===== src/rtl/bqe_pkg.sv =====
// bqe_pkg: shared widths, codes and handshake structs of the biquad cascade equalizer
// no dependencies; imported by every module of the block

package bqe_pkg;

    localparam int SAMPLE_W         = 16;
    localparam int COEF_W           = 32;
    localparam int COEF_FRAC        = 28;
    localparam int HIST_W           = 48;
    localparam int FRAC_BITS        = 24;
    localparam int COEFS_PER_STAGE  = 5;

    localparam int DEF_STAGE_LIMIT  = 8;
    localparam int DEF_MAX_CHANNELS = 2;

    localparam int CMD_W            = 2;
    localparam int STAGE_SEL_W      = 3;
    localparam int COEF_SEL_W       = 3;
    localparam int STAGE_COUNT_W    = 4;
    localparam int CFG_INDEX_W      = 1;
    localparam int CFG_DATA_W       = 4;

    localparam int S_TDATA_W        = 56;
    localparam int S_TUSER_W        = 2;
    localparam int M_TDATA_W        = 16;

    // product magnitude and accumulator widths
    localparam int MAG_W            = 53;
    localparam int ACC_W            = 56;

    typedef enum logic [CMD_W-1:0] {
        CMD_SAMPLE = 2'd0,
        CMD_COEF   = 2'd1,
        CMD_CLEAR  = 2'd2
    } t_cmd;

    typedef enum logic [CFG_INDEX_W-1:0] {
        CFG_STAGE_COUNT   = 1'b0,
        CFG_FILTER_ENABLE = 1'b1
    } t_cfg_reg;

    typedef enum logic [COEF_SEL_W-1:0] {
        COEF_B0 = 3'd0,
        COEF_B1 = 3'd1,
        COEF_B2 = 3'd2,
        COEF_A1 = 3'd3,
        COEF_A2 = 3'd4
    } t_coef_sel;

    typedef struct packed {
        logic                     start;
        logic signed [COEF_W-1:0] coef;
        logic signed [HIST_W-1:0] x;
    } t_mul_req;

    typedef struct packed {
        logic             done;
        logic             neg;
        logic [MAG_W-1:0] mag;
    } t_mul_res;

endpackage


===== src/rtl/bqe_ram.sv =====
// bqe_ram: generic single-port-write, single-port-read ram with registered read data
// uses bqe_pkg for its default size

module bqe_ram
    import bqe_pkg::*;
#(
    parameter int WIDTH = COEF_W,
    parameter int DEPTH = DEF_STAGE_LIMIT * COEFS_PER_STAGE
) (
    input  logic                                  i_clk,
    input  logic                                  i_we,
    input  logic [((DEPTH > 1) ? $clog2(DEPTH) : 1)-1:0] i_waddr,
    input  logic [WIDTH-1:0]                      i_wdata,
    input  logic [((DEPTH > 1) ? $clog2(DEPTH) : 1)-1:0] i_raddr,
    output logic [WIDTH-1:0]                      o_rdata
);

    logic [WIDTH-1:0] r_mem [DEPTH];
    logic [WIDTH-1:0] r_rdata;

    always_ff @(posedge i_clk) begin
        if (i_we) begin
            r_mem[i_waddr] <= i_wdata;
        end
        r_rdata <= r_mem[i_raddr];
    end

    assign o_rdata = r_rdata;

endmodule


===== config.mk =====
export PLATFORM = sky130hd
export DESIGN_NAME = bqe_ram
export DESIGN_NICKNAME = d
export VERILOG_FILES = /design/src/rtl/bqe_pkg.sv /design/src/rtl/bqe_ram.sv
export SDC_FILE = /design/constraint.sdc
export NUM_CORES = 1
export LEC_CHECK = 0
export BUFFER_PORTS_ARGS = -buffer_cell sky130_fd_sc_hd__clkbuf_2
export CORE_UTILIZATION = 61
export CTS_BUF_LIST = sky130_fd_sc_hd__clkbuf_4 sky130_fd_sc_hd__clkbuf_8
export DETAILED_ROUTE_END_ITERATION = 7
export PLACE_DENSITY = 0.81
export SETUP_SLACK_MARGIN = 0.4
export SKIP_CTS_REPAIR_TIMING = 1
export SYNTH_ARGS = -nofsm -noshare
export SYNTH_HDL_FRONTEND = slang
export SYNTH_SLANG_ARGS = --single-unit

===== constraint.sdc =====
create_clock -name i_clk -period 4.8 [get_ports i_clk]
set_input_delay 0.72 -clock i_clk [delete_from_list [all_inputs] [get_ports i_clk]]
set_output_delay 0.72 -clock i_clk [all_outputs]
set_load 0.005 [all_outputs]

=== Yosys cells after proc, flatten, opt, wreduce, memory -nomap -nowiden ===
Memory sizes are Yosys's and may differ from the RTL's. A register that Yosys moved wholly into a read port is not among the register bits.
Cells that the tools add are included.

* Multiplexer cells: 2

{| class="wikitable"
|+ Operators with widths
! kind !! count
|-
| two-way mux 1 bit || 2
|}

* Memories kept: 1
* Input port bits: 46
* Output and inout bits: 32
* Bits in writable memories: 1280
* Logic and storage cells: 3
* Flip-flop bits (word level): 0

{| class="wikitable"
|+ Memory list
! name !! words !! bits a word !! rd ports !! clocked after Yosys merged registers in !! wr ports !! line !! source
|-
| r_mem || 40 || 32 || 1 || 1 || 1 || bqe_ram.sv:18 || <nowiki>logic [WIDTH-1:0] r_mem [DEPTH];</nowiki>
|}

=== Logic depth before layout (Yosys ltp) ===
* Word-level depth: 2
* Gate-level depth with buffers: 8
* Gate-level depth less buffers: 5

=== Worst setup path after synthesis ===
No wires, ideal clock.

* Path type: input-to-reg
* Start point: input port i_waddr[5] (netlist bit)
* End point: memory r_mem[16][0] (netlist bit) (enable)
* Setup time: 0.461 ns
* Required time: 4.339 ns
* Stages on the path: 3
* Path slack: 0.928 ns
* Path buffers: 0
* Arrival time: 3.411 ns
* Cells stage by stage: nor4bb_1 -> nand2b_1 -> nor3_1

{| class="wikitable"
|+ RTL lines
! what !! line !! source
|-
| start, declared || bqe_ram.sv:12 || <nowiki>input logic [((DEPTH > 1) ? $clog2(DEPTH) : 1)-1:0] i_waddr,</nowiki>
|-
| end, declared || bqe_ram.sv:18 ||
|}

No word-level cell before the write port.

==> impl_metrics.ini <==
[placement]
pre_cts_slack_ns = 1.07
gp_congestion = 0.853
place_area_sq_mm = 0.0526
io_buffers = 77
place_inst = 3635
dp_hpwl_mm = 70.2

[global_routing]
gr-total-overflow = 0
antenna_found_initial = 4
grt_start_max_net_pins = 73
grtUsageTotal = 0.307
grt_pass1_vias = 27700
grt_pass1_wl_mm = 185

[critical_path]
crit_type = primary input to flip-flop
reg2reg_from = r_mem[5][23]$_DFFE_PP_
start_kind = primary input
cp_data_arrival_time_ns = 3.62
endpoint_kind = flip-flop
reg2reg_to = o_rdata[23]$_DFF_P_
crit_path_top_delay_cell = and2_4
crit_top_cell = buf_4
max_stage_delay_ns = 0.78
reg2reg_depth = 5
cp_cell_sequence = buf_4, and2_4, buf_4, a22o_1, a221oi_1, o22ai_1, o41ai_2
r2r_setup_slack_ns = 2.84
cp.required_ns = 5.50
crit_buf_inv = 2
critPathMaxFanout = 46
crit_family = buffers and inverters

[cells_and_area]
regArea_sq_mm = 0.0391
syn_to_final_growth_pct = 11.7
multi_input_area_sq_mm = 0.0110
fin_util = 0.689
nets = 2815
fin_area_sq_mm = 0.0565
drive_gt1_frac = 0.233
finalNonFillerCells = 4015
n_fill_cell = 4779

[power_and_ir_drop]
leakagePower_nw = 19.3
total_power_mw = 22.8
ir_worst_vdd_uv = 306
p_per_area_mw_per_mm2 = 404

[cts]
cts_tree = yes
numCtsBuffers = 198
cts.clk_slew.worst_paths_ns = 0.06
numClockSinks = 1312
clk_path_buf_depth = 3
insertion_delay_ns = 0.85
cts_root_buffer = clkbuf_8
h-tree-depth = 4

[sta]
tns_ns = 0
hold_viol = 0
skew_ns = 0.0395
fin_crit_ns = 2.92
fmax_mhz = 342
tightest_slew_ns = 1.46
timing.final.crit_share = 0.608
hold_ws_ns = 0.503
drv_slew = 0
relSlewSlack = 0.0217
rsz0062_at_grt = no
setup_violations = 0
worst_slack_ns = 1.88

[logic_synthesis]
syn_avg_cell_area_sq_um = 19.8
synth_top_area_share = 0.759
ys.flop_type = edfxtp_1
syn_area_sq_mm = 0.0506
ys_top_cells_by_area = edfxtp_1, mux2i_1, mux4_2
yosys_warnings = 0
synth_commonest_cells = edfxtp_1, mux2i_1, a22oi_1
synth_edf_count = 1280
ys_ff_latch = 1312
synth_cell_type_count = 33
synthCells = 2562
yosys.area.top_type = edfxtp_1
yosysSeqAreaShare = 0.772
syn_nets = 2608
async_flop_share = 0
synth_most_common_cell = edfxtp_1

[min_path]
holdPathStages = 3
min_path_type = primary input to flip-flop
hold_end = o_rdata[29]$_DFF_P_
min-delay-start = i_raddr[5]

[job]
maxCapViolCount = 0

[route]
dr.pass1.iters = 7
drc = 0
viasPerCell = 6.79
final_antenna_net_count = 0
vias = 27200
drt_wl_total_mm = 128
avgRoutedWirePerCell_microns = 31.8
initialDrtViolationCount = 3200

[die]
rows = 105
io_pins = 78
die_h_microns = 290
die_w_microns = 290
start_util = 0.616
dieArea_sq_mm = 0.0841
fp.coreArea_sq_mm = 0.0821

[status]
status = finished clean
[layout make-up]
class	instances	share of cell area
multi-input cells	1095	0.194
clock inverters	89	0.00786
diodes	2	0.0000885
repair buffers	162	0.0217
flip-flops and latches	1312	0.691
well taps	1070	0.0237
clock buffers	285	0.0612
[logic make-up (layout without fill, tap and decap cells)]
family | count (synthesis) | count (layout) | share of synthesized area
buffers and inverters | 155 | 536 | 0.0173
AOI/OAI and AO/OA | 384 | 384 | 0.0650
muxes | 608 | 608 | 0.137
and+or+nand+nor | 103 | 103 | 0.00878
DFF | 1312 | 1312 | 0.772
other | 0 | 2 | 0
[worst reg2reg max path: stages (launching register included)]
cell,delay [ns]
edfxtp_1,0.33
mux2i_1,0.08
a22o_1,0.27
a221oi_1,0.30
o22ai_1,0.24
o41ai_2,0.60
[routing by layer]
metal / vias up / share of wire / global-route usage
li1: 11000 / - / -
met1: 13900 / 0.36 / 0.405
met2: 1918 / 0.49 / 0.492
met3: 354 / 0.11 / 0.0634
met4: 6 / 0.046 / 0.149
met5: - / 0.00027 / 0
[sequential cells by signal, summed over array words and instances (netlist names)]
name	flops
r_mem	1280
o_rdata	32
[worst max path at each step]
stage | startpoint | endpoint | cells after the start
finish | i_raddr[1] | o_rdata[16]$_DFF_P_ | 7
global placement | i_raddr[1] | o_rdata[4]$_DFF_P_ | 7
CTS | i_raddr[1] | o_rdata[16]$_DFF_P_ | 7
detailed placement | i_raddr[1] | o_rdata[4]$_DFF_P_ | 7
floorplan | i_waddr[5] | r_mem[16][0]$_DFFE_PP_ | 3
global route | i_raddr[1] | o_rdata[16]$_DFF_P_ | 7
[cell usage in the layout (no fill, tap or decap), types with 22 or more instances in the layout]
| cell | netlist | layout |
|---|---|---|
| mux2i_1 | 512 | 512 |
| nor2_4 | 0 | 39 |
| o22ai_1 | 32 | 32 |
| a22oi_1 | 128 | 128 |
| a21oi_1 | 64 | 64 |
| clkbuf_8 | 0 | 211 |
| clkinv_2 | 0 | 22 |
| a221oi_2 | 27 | 27 |
| mux4_2 | 64 | 64 |
| o41ai_2 | 32 | 32 |
| buf_4 | 25 | 72 |
| clkinv_1 | 0 | 54 |
| a22o_1 | 64 | 64 |
| edfxtp_1 | 1280 | 1280 |
| clkbuf_4 | 9 | 74 |
| mux2_2 | 32 | 32 |
| a221oi_1 | 37 | 37 |
| clkbuf_2 | 0 | 74 |
| nand2_1 | 39 | 38 |
| dfxtp_1 | 32 | 32 |
[where the power goes]
group / internal (mW) / switching (mW)
clock: 4.66 / 4.26
sequential: 12.7 / 0.0500
combinational: 0.410 / 0.785
(Power assumes the default switching activity.)
