--- config.mk ---
export PLATFORM = sky130hd
export DESIGN_NAME = bqe_cmul
export DESIGN_NICKNAME = d
export VERILOG_FILES = /design/src/rtl/bqe_pkg.sv /design/src/rtl/bqe_cmul.sv
export SDC_FILE = /design/constraint.sdc
export NUM_CORES = 2
export LEC_CHECK = 0
export BUFFER_PORTS_ARGS = -buffer_cell sky130_fd_sc_hd__buf_2
export CAP_MARGIN = 10
export CORE_ASPECT_RATIO = 0.8
export CORE_MARGIN = 2
export CORE_UTILIZATION = 37
export CTS_BUF_LIST = sky130_fd_sc_hd__clkbuf_2 sky130_fd_sc_hd__clkbuf_4 sky130_fd_sc_hd__clkbuf_8
export DETAILED_ROUTE_END_ITERATION = 10
export MAX_ROUTING_LAYER = met4
export PLACE_DENSITY = 0.59
export SYNTH_ARGS = -nofsm -noshare
export SYNTH_HDL_FRONTEND = slang
export SYNTH_SLANG_ARGS = --single-unit
--- constraint.sdc ---
create_clock -name i_clk -period 15.6 [get_ports i_clk]
set_input_delay 3.9 -clock i_clk [delete_from_list [all_inputs] [get_ports i_clk]]
set_output_delay 3.9 -clock i_clk [all_outputs]
set_load 0.05 [all_outputs]
--- src/rtl/bqe_pkg.sv ---
// bqe_pkg: shared widths, codes and handshake structs of the biquad cascade equalizer
// no dependencies; imported by every module of the block

package bqe_pkg;

    localparam int SAMPLE_W         = 16;
    localparam int COEF_W           = 32;
    localparam int COEF_FRAC        = 28;
    localparam int HIST_W           = 48;
    localparam int FRAC_BITS        = 24;
    localparam int COEFS_PER_STAGE  = 5;

    localparam int DEF_STAGE_LIMIT  = 8;
    localparam int DEF_MAX_CHANNELS = 2;

    localparam int CMD_W            = 2;
    localparam int STAGE_SEL_W      = 3;
    localparam int COEF_SEL_W       = 3;
    localparam int STAGE_COUNT_W    = 4;
    localparam int CFG_INDEX_W      = 1;
    localparam int CFG_DATA_W       = 4;

    localparam int S_TDATA_W        = 56;
    localparam int S_TUSER_W        = 2;
    localparam int M_TDATA_W        = 16;

    // product magnitude and accumulator widths
    localparam int MAG_W            = 53;
    localparam int ACC_W            = 56;

    typedef enum logic [CMD_W-1:0] {
        CMD_SAMPLE = 2'd0,
        CMD_COEF   = 2'd1,
        CMD_CLEAR  = 2'd2
    } t_cmd;

    typedef enum logic [CFG_INDEX_W-1:0] {
        CFG_STAGE_COUNT   = 1'b0,
        CFG_FILTER_ENABLE = 1'b1
    } t_cfg_reg;

    typedef enum logic [COEF_SEL_W-1:0] {
        COEF_B0 = 3'd0,
        COEF_B1 = 3'd1,
        COEF_B2 = 3'd2,
        COEF_A1 = 3'd3,
        COEF_A2 = 3'd4
    } t_coef_sel;

    typedef struct packed {
        logic                     start;
        logic signed [COEF_W-1:0] coef;
        logic signed [HIST_W-1:0] x;
    } t_mul_req;

    typedef struct packed {
        logic             done;
        logic             neg;
        logic [MAG_W-1:0] mag;
    } t_mul_res;

endpackage

--- src/rtl/bqe_cmul.sv ---
// bqe_cmul: Q4.28 by Q24.24 product, magnitude rounded half up, one shared 32x24 multiplier
// uses bqe_pkg; result ready after the HI, LO, RND and SUM steps that follow start

module bqe_cmul
    import bqe_pkg::*;
(
    input  logic     i_clk,
    input  logic     i_rst_n,
    input  t_mul_req i_req,
    output t_mul_res o_res
);

    localparam int HALF_W   = HIST_W / 2;
    localparam int PROD_W   = COEF_W + HALF_W;
    localparam int RND_W    = PROD_W + 1;
    localparam int LOW_BITS = COEF_FRAC - HALF_W;

    typedef enum logic [2:0] {
        MS_IDLE,
        MS_HI,
        MS_LO,
        MS_RND,
        MS_SUM
    } t_mstate;

    t_mstate            r_state;
    logic [COEF_W-1:0]  r_cm;
    logic [HIST_W-1:0]  r_xm;
    logic               r_neg;
    logic [PROD_W-1:0]  r_ph;
    logic [PROD_W-1:0]  r_pl;
    logic [RND_W-1:0]   r_rnd;
    logic [MAG_W-1:0]   r_mag;
    logic               r_done;

    logic [COEF_W-1:0]  w_cm;
    logic [HIST_W-1:0]  w_xm;
    logic [HALF_W-1:0]  w_mul_b;
    logic [PROD_W-1:0]  w_prod;
    logic [RND_W-1:0]   n_rnd;
    logic [MAG_W-1:0]   n_mag;

    always_comb begin
        w_cm    = i_req.coef[COEF_W-1] ? (~i_req.coef + COEF_W'(1)) : i_req.coef;
        w_xm    = i_req.x[HIST_W-1] ? (~i_req.x + HIST_W'(1)) : i_req.x;
        w_mul_b = (r_state == MS_HI) ? r_xm[HIST_W-1:HALF_W] : r_xm[HALF_W-1:0];
        w_prod  = PROD_W'(r_cm) * PROD_W'(w_mul_b);
        n_rnd   = RND_W'({r_ph[LOW_BITS-1:0], {HALF_W{1'b0}}}) + RND_W'(r_pl)
                + (RND_W'(1) << (COEF_FRAC - 1));
        n_mag   = MAG_W'(r_ph[PROD_W-1:LOW_BITS]) + MAG_W'(r_rnd[RND_W-1:COEF_FRAC]);
    end

    always_ff @(posedge i_clk) begin
        if (!i_rst_n) begin
            r_state <= MS_IDLE;
            r_done  <= 1'b0;
        end else begin
            r_done <= 1'b0;
            unique case (r_state)
                MS_IDLE: begin
                    if (i_req.start) begin
                        r_cm    <= w_cm;
                        r_xm    <= w_xm;
                        r_neg   <= i_req.coef[COEF_W-1] ^ i_req.x[HIST_W-1];
                        r_state <= MS_HI;
                    end
                end
                MS_HI: begin
                    r_ph    <= w_prod;
                    r_state <= MS_LO;
                end
                MS_LO: begin
                    r_pl    <= w_prod;
                    r_state <= MS_RND;
                end
                MS_RND: begin
                    r_rnd   <= n_rnd;
                    r_state <= MS_SUM;
                end
                MS_SUM: begin
                    r_mag   <= n_mag;
                    r_done  <= 1'b1;
                    r_state <= MS_IDLE;
                end
                default: begin
                    r_state <= MS_IDLE;
                end
            endcase
        end
    end

    assign o_res.done = r_done;
    assign o_res.neg  = r_neg;
    assign o_res.mag  = r_mag;

`ifndef SYNTHESIS
    a_start_when_idle: assert property (@(posedge i_clk) disable iff (!i_rst_n)
        i_req.start |-> (r_state == MS_IDLE))
        else $error("product started while unit busy");

    a_start_runs: assert property (@(posedge i_clk) disable iff (!i_rst_n)
        i_req.start |=> (r_state == MS_HI))
        else $error("start did not enter the multiply sequence");

    a_done_pulse: assert property (@(posedge i_clk) disable iff (!i_rst_n)
        r_done |=> !r_done)
        else $error("done held longer than one cycle");
`endif

endmodule

# Yosys cells after proc, flatten, opt, wreduce, memory -nomap -nowiden
# Cells that the tools add are included.
op_classes:
  add_sub_neg: 5
  div: 0
  n_eq_ne: 5
  order_cmp: 0
  muxes: 6
  bitwise: 3
  n_shift: 0
  multipliers: 1
  n_reduce_logical: 6
op_table:
  columns: ["cell", "count"]
  rows:
  - ["adder 28 x 56 -> 57 bit", 1]
  - ["adder 57 x 28 -> 57 bit (second input constant)", 1]
  - ["multiplier 32 x 24 -> 56 bit", 1]
  - ["adder 52 x 29 -> 53 bit", 1]
  - ["adder 48 x 2 -> 48 bit (second input constant)", 1]
  - ["NOT 48 bit", 1]
  - ["two-way mux 47 bit", 1]
  - ["adder 32 x 2 -> 32 bit (second input constant)", 1]
  - ["NOT 32 bit", 1]
  - ["two-way mux 31 bit", 1]
  - ["two-way mux 24 bit", 1]
  - ["one-hot mux 3 bit (4 select lines)", 1]
  - ["AND reduction 2 bit", 4]
  - ["== test 3 x 2 -> 1 bit (second input constant)", 2]
  - ["== test 3 x 1 -> 1 bit (second input constant)", 1]
  - ["== test 3 bit (second input constant)", 1]
  - ["zero test 3 bit", 1]
  - ["two-way mux 3 bit", 1]
  - ["AND reduction 3 bit", 1]
  - ["inequality test 2 bit (second input constant)", 1]
  - ["two-way mux 1 bit", 1]
  - ["bitwise XOR 1 bit", 1]
word_totals:
  ramBits: 0
  latch_bits: 0
  rom_bits: 0
  n_memories: 0
  regBits: 307
  out_inout_bits: 55

# Longest topological paths before layout
depth:
  word_depth: 3
  depth_mapped: 30

# Worst setup path after synthesis
# OpenSTA, ideal clock, no wires.
synth_path:
  path_type: "input -> register"
  from: "input i_rst_n"
  to: "register r_mag[0] (enable)"
  t_arrival_ns: 9.001
  stages: 1
  slack_ns: 6.001
  t_required_ns: 15.003
  path_cell_list: "nor4bb_1"
synth_between:
  elab_chain_cells: 1
synth_lines:
  columns: ["element", "line", "text"]
  rows:
  - ["start, declared", "bqe_cmul.sv:8", "input logic i_rst_n,"]
  - ["AND reduction 2 bit (no line)", null, null]
  - ["end signal, assigned", "bqe_cmul.sv:81", "r_mag <= n_mag;"]
  - ["end, declared", "bqe_cmul.sv:33", "logic [MAG_W-1:0] r_mag;"]
# Every way passes these cells.
# A chain may end at the register's enable or synchronous reset.

# Final worst setup path
layout_path:
  from: "register r_state[0]"
  to: "register r_ph[54], data pin"
layout_between:
  elab_chain_cells: 3
layout_lines:
  columns: ["element", "line", "text"]
  rows:
  - ["start, declared", "bqe_cmul.sv:26", "t_mstate r_state;"]
  - ["start signal, assigned", "bqe_cmul.sv:55", "r_state <= MS_IDLE;"]
  - ["start signal, assigned", "bqe_cmul.sv:65", "r_state <= MS_HI;"]
  - ["start signal, assigned", "bqe_cmul.sv:70", "r_state <= MS_LO;"]
  - ["== test 3 x 1 -> 1 bit", "bqe_cmul.sv:46", "w_mul_b = (r_state == MS_HI) ? r_xm[HIST_W-1:HALF_W] : r_xm[HALF_W-1:0];"]
  - ["two-way mux 24 bit", "bqe_cmul.sv:46", null]
  - ["multiplier 32 x 24 -> 56 bit", "bqe_cmul.sv:47", "w_prod = PROD_W'(r_cm) * PROD_W'(w_mul_b);"]
  - ["named net w_prod[54]", "bqe_cmul.sv:39", "logic [PROD_W-1:0] w_prod;"]
  - ["end signal, assigned", "bqe_cmul.sv:69", "r_ph <= w_prod;"]
  - ["end, declared", "bqe_cmul.sv:30", "logic [PROD_W-1:0] r_ph;"]
# The timed path passes the listed nets, and every way through them passes these cells.

==> results_dict.tcl <==
set metrics [dict create \
    outcome "completed" \
    grt_pass1_wl_um 151000 \
    detail-route-antenna-nets 0 \
    multiInputGateArea_um2 25800 \
    cp_common_cell "fa_1" \
    yosys-top-cells-area "fa_1, edfxtp_1, inv_1" \
    ys_warn_count 0 \
    dpl_worst_slack_ns 6.42 \
    synth_fp_nets 4690 \
    finalSetupTns_ns 0 \
    clk_latency_ns 0.67 \
    cts_resized 0 \
    skew_ns 0.0773 \
    ctsRootBufferMaster "clkbuf_8" \
    die_area_um2 102000 \
    worst_setup_path_end_kind "flop" \
    row_count 103 \
    max_freq_mhz 108 \
    period_needed_ns 9.29 \
    period_share_pct 59.6 \
    dr.pass1.iters 6 \
    setup_ws_ns 6.31 \
    grt_usage_pct 19.6 \
    grt_pass1_vias 26000 \
    ys_types 64 \
    rsz0062_at_grt "no" \
    grt_start_max_net_pins 77 \
    drive_gt1_share_pct 7.38 \
    hpwl_um 75100 \
    ctsHoldBuffers 0 \
    post_cts_buffers 0 \
    async_flop_share_pct 0 \
    hold_viol_final 0 \
    path_buf_inv 5 \
    slew_headroom_pct 18.2 \
    regArea_um2 7620 \
    synth_top_area_share_pct 35.8 \
    max_stage_delay_ns 1.03 \
    drc 0 \
    yosys_register_bits 255 \
    max_slew.worst_pin.slew_ns 1.23 \
    gr-total-overflow 0 \
    synth_largest_area_cell "fa_1" \
    drt-total-wl_um 95100 \
    core-area_um2 98700 \
    clockBufferDepth 3 \
    antenna_found_initial 1 \
    clkTransAtPathRegs_ns 0.06 \
    synth_edf_count 251 \
    die_w_um 357 \
    crit_fanout 32 \
    synth_cells 3729 \
    path_class "reg -> reg" \
    via_per_inst 4.93 \
    pin_count 138 \
    synthesis.area_um2 36900 \
    start_util_pct 37.4 \
    worstHoldPathType "reg -> reg" \
    synth-seq-area-share_pct 20.6 \
    portBuffers 137 \
    syn_avg_cell_area_um2 9.89 \
    ys.flop_type "edfxtp_1" \
    chipHeight_um 286 \
    tritoncts "built" \
    cts.sink_count 255 \
    drt_iter0_markers 1796 \
    layout.core_utilization_pct 40.3 \
    cp_slowest_cell "mux2i_4" \
    crit_family "adder cells" \
    worstPathArrival_ns 9.73 \
    gp_congestion 0.883 \
    holdWs_ns 0.547 \
    nNetsFinal 4723 \
    setup_violations 0 \
    drv_cap 0 \
    worstSetupStartpointType "flop" \
    cts_inserted_buffers 42 \
    worstPathRequired_ns 16.04 \
    fill_cells 9819 \
    htreeDepth 2 \
    path_cells "nor3b_2, buf_4, mux2i_4, nor2b_1, fa_1, fa_1, inv_1, fa_1, inv_1, fa_1, fa_1, fa_1, inv_1, fa_1, inv_1, ha_1, nand2_1, nor4_1, a211oi_1, o41ai_1, a31oi_1, o311ai_0, nor3b_1" \
    wl_per_cell_um 18.6 \
    final-max-slew-violation-count 0 \
    vias 25200 \
    area_growth_pct 7.71 \
]
[per-layer routing]
metal  track usage (%)  part of all wire (%)  vias to the layer above
met1              28.4                    48                    12700
li1                  -                     -                    11600
met5                 -                     0                        -
met4              3.21                   1.5                        0
met2              27.6                    41                      861
met3              5.28                   9.5                      103
[worst paths after layout]
| kind | depth (start not counted) | to | slack, ns | from |
|---|---|---|---|---|
| setup / recovery | 23 | r_ph[54] | 6.31 | r_state[0] |
| setup reg to reg | 23 | r_ph[54] | 6.31 | r_state[0] |
| hold / removal | 1 | r_done | 0.55 | r_state[2] |
| hold reg to reg | 1 | r_done | 0.55 | r_state[2] |
[area by class of cell]
cell class	count	area share, %
multi-input cells	2538	64.9
clock inverters	26	0.718
diodes	1	0.00630
flip-flops and latches	255	19.2
well taps	1312	4.13
inverters	758	7.16
clock buffers	51	1.62
repair buffers	167	2.29
[cells by family (layout without fill, tap and decap cells)]
kind of cell | count (synthesis) | after routing | share of synthesized area (%)
other | 0 | 1 | 0
AO/OA/AOI/OAI | 338 | 338 | 5.92
XOR/XNOR | 201 | 201 | 4.77
multiplexers | 24 | 24 | 0.722
buffers and inverters | 936 | 1002 | 9.60
AND/OR/NAND/NOR | 1097 | 1097 | 15.2
adder cells (fa/ha/maj) | 878 | 878 | 43.2
flip-flops | 255 | 255 | 20.6
[state kept, by name, indices dropped and copies added (netlist names)]
| signal | count |
|---|---|
| r_cm | 32 |
| r_done | 1 |
| r_mag | 53 |
| r_neg | 1 |
| r_ph | 56 |
| r_pl | 32 |
| r_rnd | 29 |
| r_state | 3 |
| r_xm | 48 |
[stage by stage]
step | std cells | area [um2]
2_1_floorplan | 3729 | 36900
3_3_place_gp | 5030 | 38800
3_5_place_dp | 5030 | 38800
4_1_cts | 5107 | 39700
5_1_grt | 5108 | 39700
6_report | 5108 | 39700
[cell usage after synthesis (4+ instances only)]
cell / instances
a211oi_1: 4
a21boi_0: 5
a21o_1: 46
a21oi_1: 96
a221o_1: 4
a31oi_1: 18
and2_1: 311
and3_1: 18
and4_1: 7
clkbuf_1: 171
dfxtp_1: 4
edfxtp_1: 251
fa_1: 659
ha_1: 219
inv_1: 758
mux2_2: 21
nand2_1: 449
nand2b_1: 16
nand3_1: 36
nand4_1: 21
nor2_1: 64
nor2b_1: 102
nor3_1: 23
nor3b_1: 4
nor4_1: 6
o211ai_1: 11
o21a_1: 19
o21ai_0: 66
o21bai_1: 14
o31ai_1: 19
o41ai_1: 10
or2_2: 4
or3_1: 8
or4_1: 12
xnor2_1: 147
xor2_1: 54
[layout by cell type, fill, tap and decap left out, drive strengths merged, types with 11 or more instances in the layout]
| master | n |
|---|---|
| fa | 659 |
| mux2 | 21 |
| inv | 761 |
| buf | 167 |
| nor2 | 64 |
| nor2b | 102 |
| o31ai | 19 |
| nor3 | 23 |
| o41ai | 11 |
| or4 | 14 |
| and3 | 18 |
| a31oi | 18 |
| clkbuf | 51 |
| o21a | 19 |
| xnor2 | 147 |
| o211ai | 11 |
| a21o | 47 |
| and2 | 311 |
| nand2b | 17 |
| o21bai | 14 |
| nand3 | 36 |
| clkinv | 14 |
| a21oi | 96 |
| edfxtp | 251 |
| o21ai | 66 |
| nand2 | 449 |
| nand4 | 21 |
| xor2 | 54 |
| ha | 219 |
[worst reg2reg max path: stages (launching register included)]
cell and delay (ns):
dfxtp_1 0.44, nor3b_2 0.21, buf_4 0.42, mux2i_4 1.07, nor2b_1 0.17, fa_1 0.52
fa_1 0.54, inv_1 0.06, fa_1 0.47, inv_1 0.05, fa_1 0.52, fa_1 0.45
fa_1 0.61, inv_1 0.08, fa_1 0.55, inv_1 0.05, ha_1 0.39, nand2_1 0.14
nor4_1 0.38, a211oi_1 0.24, o41ai_1 0.74, a31oi_1 0.31, o311ai_0 0.36, nor3b_1 0.29
Power is not shown: default switching activity piles up to over one toggle a cycle in this logic, so the estimate is an artifact.
